`src/sv/smos_pkg.sv`:
```
// Shared types, constants and helpers for the sparse one-hot move scorer.
// Used by the head, the neuron cells and the top level.
package smos_pkg;

    localparam int HIDDEN_COUNT = 64;
    localparam int INPUT_COUNT  = 20;
    localparam int WEIGHT_WIDTH = 16;

    localparam int NEURON_W  = $clog2(HIDDEN_COUNT);
    localparam int ROW_W     = $clog2(INPUT_COUNT + 2);
    localparam int HSUM_W    = WEIGHT_WIDTH + 3;
    localparam int PROD_W    = HSUM_W + WEIGHT_WIDTH;
    localparam int ACC_W     = PROD_W + NEURON_W + 2;
    localparam int SCORE_W   = 32;
    localparam int INDEX_W   = 11;
    localparam int VALUE_W   = 16;
    localparam int IN_DATA_W = 112;
    localparam int FRAC_W    = 12;

    localparam int BIAS_ADDR = (INPUT_COUNT + 1) * HIDDEN_COUNT;

    // Row codes of a load word: hidden rows are 0..INPUT_COUNT-1
    localparam logic [ROW_W-1:0] ROW_OUT  = ROW_W'(INPUT_COUNT);
    localparam logic [ROW_W-1:0] ROW_NONE = ROW_W'(INPUT_COUNT + 1);

    // First row of each one-hot group
    localparam logic [ROW_W-1:0] ROW_SEE    = ROW_W'(5);
    localparam logic [ROW_W-1:0] ROW_MARGIN = ROW_W'(6);
    localparam logic [ROW_W-1:0] ROW_MNUM   = ROW_W'(10);
    localparam logic [ROW_W-1:0] ROW_PIECE  = ROW_W'(13);

    localparam logic [2:0] PIECE_NONE_LO = 3'd0;
    localparam logic [2:0] PIECE_NONE_HI = 3'd7;

    typedef struct packed {
        logic                      valid;
        logic                      load;
        logic [ROW_W-1:0]          row;
        logic [NEURON_W-1:0]       neuron;
        logic signed [WEIGHT_WIDTH-1:0] value;
        logic [2:0]                hist_sel;
        logic                      see_en;
        logic [1:0]                margin_sel;
        logic [1:0]                mnum_sel;
        logic [2:0]                piece;
        logic signed [ACC_W-1:0]   acc;
    } item_t;

    // Keep a 16-bit load word to WEIGHT_WIDTH bits, sign-extended
    function automatic logic signed [WEIGHT_WIDTH-1:0] to_weight(
        input logic signed [VALUE_W-1:0] v
    );
        logic signed [63:0] wide;
        logic [WEIGHT_WIDTH-1:0] low;
        begin
            wide = 64'(v);
            low  = wide[WEIGHT_WIDTH-1:0];
            return $signed(low);
        end
    endfunction

endpackage

```
`src/sv/smos_head.sv`:
```
// Input head of the scorer: decodes buckets and load addresses, holds the bias.
// Depends on smos_pkg.
module smos_head import smos_pkg::*; (
    input  logic                 clk,
    input  logic                 rst_n,
    input  logic                 advance,
    input  logic                 take,
    input  logic                 mode,
    input  logic [INDEX_W-1:0]   weight_index,
    input  logic signed [VALUE_W-1:0] weight_value,
    input  logic signed [31:0]   history,
    input  logic signed [15:0]   see_value,
    input  logic signed [16:0]   eval_margin,
    input  logic [7:0]           move_order,
    input  logic [7:0]           moving_piece,
    output item_t                item
);

    logic                      valid_reg;
    item_t                     body_reg;
    item_t                     body_next;
    logic signed [WEIGHT_WIDTH-1:0] bias_reg;

    // Decode the word into chain form
    always_comb
    begin
        body_next            = '0;
        body_next.valid      = 1'b1;
        body_next.load       = mode;
        body_next.row        = ROW_NONE;
        body_next.value      = to_weight(weight_value);
        for (int r = 0; r <= INPUT_COUNT; r++)
        begin
            if (int'(weight_index) >= r * HIDDEN_COUNT &&
                int'(weight_index) < (r + 1) * HIDDEN_COUNT)
            begin
                body_next.row    = ROW_W'(r);
                body_next.neuron = NEURON_W'(int'(weight_index) - r * HIDDEN_COUNT);
            end
        end
        if (history < -32'sd100)
            body_next.hist_sel = 3'd0;
        else if (history < 32'sd0)
            body_next.hist_sel = 3'd1;
        else if (history == 32'sd0)
            body_next.hist_sel = 3'd2;
        else if (history < 32'sd100)
            body_next.hist_sel = 3'd3;
        else
            body_next.hist_sel = 3'd4;
        body_next.see_en = !see_value[15];
        if (eval_margin >= 17'sd0)
            body_next.margin_sel = 2'd0;
        else if (eval_margin >= -17'sd100)
            body_next.margin_sel = 2'd1;
        else if (eval_margin >= -17'sd200)
            body_next.margin_sel = 2'd2;
        else
            body_next.margin_sel = 2'd3;
        if (move_order < 8'd5)
            body_next.mnum_sel = 2'd0;
        else if (move_order < 8'd12)
            body_next.mnum_sel = 2'd1;
        else if (move_order < 8'd29)
            body_next.mnum_sel = 2'd2;
        else
            body_next.mnum_sel = 2'd3;
        body_next.piece = moving_piece[2:0];
        body_next.acc   = ACC_W'(bias_reg) <<< FRAC_W;
    end

    // Track the valid flag of the head stage
    always_ff @(posedge clk or negedge rst_n)
    begin
        if (!rst_n)
            valid_reg <= 1'b0;
        else if (advance)
            valid_reg <= take;
    end

    // Capture the payload and load the bias
    always_ff @(posedge clk)
    begin
        if (advance && take)
        begin
            body_reg <= body_next;
            if (mode && int'(weight_index) == BIAS_ADDR)
                bias_reg <= to_weight(weight_value);
        end
    end

    always_comb
    begin
        item       = body_reg;
        item.valid = valid_reg;
    end

endmodule

```
`config.mk`:
```
export PLATFORM = sky130hd
export DESIGN_NAME = smos_head
export DESIGN_NICKNAME = d
export VERILOG_FILES = /design/src/sv/smos_pkg.sv /design/src/sv/smos_head.sv
export SDC_FILE = /design/constraint.sdc
export NUM_CORES = 1
export LEC_CHECK = 0
export BUFFER_PORTS_ARGS = -buffer_cell sky130_fd_sc_hd__buf_4
export CORE_ASPECT_RATIO = 1.1
export CORE_MARGIN = 4
export CORE_UTILIZATION = 37
export CTS_CLUSTER_DIAMETER = 30
export DETAILED_ROUTE_END_ITERATION = 10
export MAX_ROUTING_LAYER = met4
export PLACE_DENSITY = 0.72
export SETUP_SLACK_MARGIN = 0.4
export SYNTH_ARGS = -nofsm -noshare
export SYNTH_HDL_FRONTEND = slang
export SYNTH_SLANG_ARGS = --single-unit
```
`constraint.sdc`:
```
create_clock -name clk -period 1 [get_ports clk]
set_clock_uncertainty 0.1 [all_clocks]
set_input_delay 0.2 -clock clk [delete_from_list [all_inputs] [get_ports clk]]
set_output_delay 0.2 -clock clk [all_outputs]
set_load 0.1 [all_outputs]
```
==> flow_metrics.py <==
metrics = {
    "status": {
        "status": "complete, but fails checks",
        "violations": "negative hold slack, negative setup slack",
    },
    "setup_path": {
        "worstSetupStartpointType": "flip-flop",
        "cp.arrival_ns": 1.14,
        "critical_path_class": "flip-flop to output port",
        "end_kind": "output port",
        "critical_path_peak_fanout": 16,
        "crit_required_ns": 0.70,
    },
    "finish": {
        "multiInputGateArea_um2": 683,
        "drive_gt1_share_pct": 62.3,
        "nets": 462,
        "regArea_mm2": 0.00216,
        "fin_util_pct": 68.4,
        "n_antenna_cell": 0,
        "syn_to_final_growth_pct": 80.4,
        "largest_reg_flops": 55,
        "fillers": 508,
    },
    "power_and_ir_drop": {
        "p_int_w": 0.00530,
        "p_leak_nw": 2.04,
        "p_sw_share_pct": 32.8,
        "peakVddDrop_mv": 0.770,
        "pwr-share-seq_pct": 44.5,
        "p_per_area_mw_per_mm2": 1540,
        "p_total_w": 0.00788,
        "power_switching_w": 0.00259,
        "combPwrFrac_pct": 26.7,
        "pwr-share-clk_pct": 28.8,
    },
    "global_route": {
        "grt_max_degree": 26,
        "grt_overflow": 0,
        "antenna_found_initial": 0,
        "grt_usage_pct": 15.6,
        "grt_pass1_vias": 2192,
        "grt_pass1_wl_um": 10600,
    },
    "logic_synthesis": {
        "synth_top_family_by_area": "simple AND/OR/NAND/NOR gates",
        "synthArstFlopShare_pct": 1.39,
        "avgSynthCellArea_um2": 16.1,
        "synth_edf_count": 71,
        "synth_top_area_share_pct": 75.2,
        "synth_compound_area_share_pct": 4.46,
        "netlist_area_mm2": 0.00283,
        "yosys-top-cells-count": "edfxtp_1, buf_4, nand4_1, nor4_1, and2_1",
        "synth-seq-cells": 72,
        "yosysWarnings": 0,
        "synth_mux_area_share_pct": 0.353,
        "synth.area.top_cells": "edfxtp_1, buf_4, nand4_1, nor4_1, and2_1",
        "yosysSeqAreaShare_pct": 76.1,
        "yosysTopAreaCell": "edfxtp_1",
        "syn_inst": 176,
        "synth_fa_ha_area_share_pct": 0.442,
        "synth.distinct_cells": 31,
        "yosysMostFrequentCell": "edfxtp_1",
        "synth_xor_area_share_pct": 0,
        "ys.flop_type": "edfxtp_1",
        "synthSimpleGateAreaFrac_pct": 10.3,
    },
    "drt": {
        "drc": 0,
        "drt_iter0_markers": 30,
        "vias": 2069,
        "wl_um": 7140,
        "drtAntennaViolNets": 0,
        "drtPass1Iterations": 4,
        "via_per_inst": 4.52,
        "wl_per_cell_um": 15.6,
    },
    "timing": {
        "whs_ns": -0.0537,
        "min_period_ns": 1.44,
        "max_freq_ghz": 0.694,
        "rsz0062_at_grt": "yes",
        "setup_viol": 90,
        "fin_crit_sh_pct": 144,
        "setup_ws_ns": -0.440,
        "hold_viol": 37,
        "drv_slew": 0,
    },
    "placement": {
        "dpl.hpwl_um": 5130,
        "preCtsSetupSlack_ns": -0.634,
        "portBuffers": 163,
        "gp_congestion": 0.781,
    },
    "worst_hold_path": {
        "hold_class": "input pin to flip-flop",
    },
    "floorplan": {
        "fp.coreArea_mm2": 0.00747,
        "chipWidth_um": 91.4,
        "ios": 196,
        "rows": 33,
        "die-area_mm2": 0.00913,
        "die_h_um": 99.8,
        "start_util_pct": 37.9,
    },
    "clock_network": {
        "clkLatencyLatePin_ns": 0.33,
        "hold_buffers": 1,
        "clockRootBuffer": "clkbuf_8",
        "cts_buffer_depth": 2,
        "cts_tree": "built",
        "cts.sink_count": 72,
        "clkSlewWorstSetupHoldPaths_ns": 0.07,
        "cts_made_buffers": 9,
        "htreeDepth": 3,
    },
    "flow_run": {
        "cap_violations": 0,
    },
}
[what timing repair did]
item,4_1_cts,5_1_grt
resized for setup,133,25
gates cloned,1,0
pin swaps,19,11
endpoints found under the hold margin,38,37
buffers inserted,1,1
endpoints found under the setup margin,174,173
[stage by stage]
stage | cell area [µm²] | instances | hold slack, ns | setup TNS [ns]
after floorplan | 3010 | 187 | -0.196 | -57.57
after global placement | 4260 | 438 | -0.124 | -16.90
after detailed placement | 4260 | 438 | -0.124 | -17.88
after CTS | 5010 | 457 | -0.0719 | -20.84
after global routing | 5110 | 458 | -0.0863 | -23.47
final | 5110 | 458 | -0.0537 | -19.87
[final cells by class]
class,count,share of cell area (%)
clock inverter,7,1.59
tap,105,2.57
clock buffer,9,2.42
sequential,72,42.2
timing repair buffer,178,37.4
inverter,5,0.441
multi-input combinational,82,13.4
[metal layers]
metal  vias up  share of wire (%)  GRT usage, %
li1        994                  -             -
met1       945                 32          14.9
met2       118                 56          28.4
met3        12                9.9          5.47
met4         0                1.8          6.38
met5         -                  0             -
[worst max-delay path, stage by stage (launching register included)]
cell,delay (ns)
edfxtp_1,0.38
buf_12,0.21
buf_8,0.22
[final timing paths]
path / startpoint / end / slack [ns] / cells after the start
max in group asynchronous: rst_n / valid_reg$_DFFE_PN0P_ / 0.65 / 2
max reg2reg: valid_reg$_DFFE_PN0P_ / valid_reg$_DFFE_PN0P_ / 0.24 / 2
min reg2reg: bias_reg[3]$_DFFE_PP_ / item[15]$_DFFE_PP_ / 0.32 / 0
min in group asynchronous: rst_n / valid_reg$_DFFE_PN0P_ / 0.08 / 2
max: item[27]$_DFFE_PP_ / item[30] / -0.44 / 2
min: moving_piece[0] / item[43]$_DFFE_PP_ / -0.05 / 1
[placed cells by master (no fill, tap or decap), drive strengths merged, types with 4 or more instances in the layout]
| cell type | synthesis | final |
|---|---|---|
| buf | 28 | 177 |
| edfxtp | 71 | 71 |
| conb | 1 | 12 |
| clkbuf | 1 | 9 |
| nor4 | 9 | 9 |
| nand4 | 8 | 8 |
| and2 | 8 | 8 |
| nand2 | 5 | 5 |
| nand3 | 5 | 5 |
| inv | 5 | 5 |
| nor2 | 5 | 5 |
| clkinvlp | 0 | 4 |
| nor3 | 4 | 4 |
[power by group through the flow]
stage / combinational (W) / sequential [W] / clock, W
after floorplan: 0.000477 / 0.00439 / 0
after global placement: 0.00188 / 0.00354 / 0
after detailed placement: 0.00190 / 0.00355 / 0
after CTS: 0.00206 / 0.00350 / 0.00235
after global routing: 0.00217 / 0.00352 / 0.00249
final: 0.00210 / 0.00351 / 0.00227
[cell families (layout without fill, tap and decap cells)]
| group | Yosys count | in the layout |
|---|---|---|
| flops | 72 | 72 |
| other cells | 1 | 12 |
| buf+inv | 34 | 199 |
| fa+ha+maj | 1 | 1 |
| mux | 1 | 1 |
| simple gates | 50 | 51 |
| compound gates | 17 | 17 |
No activity file was read; power rests on OpenSTA's default activity.
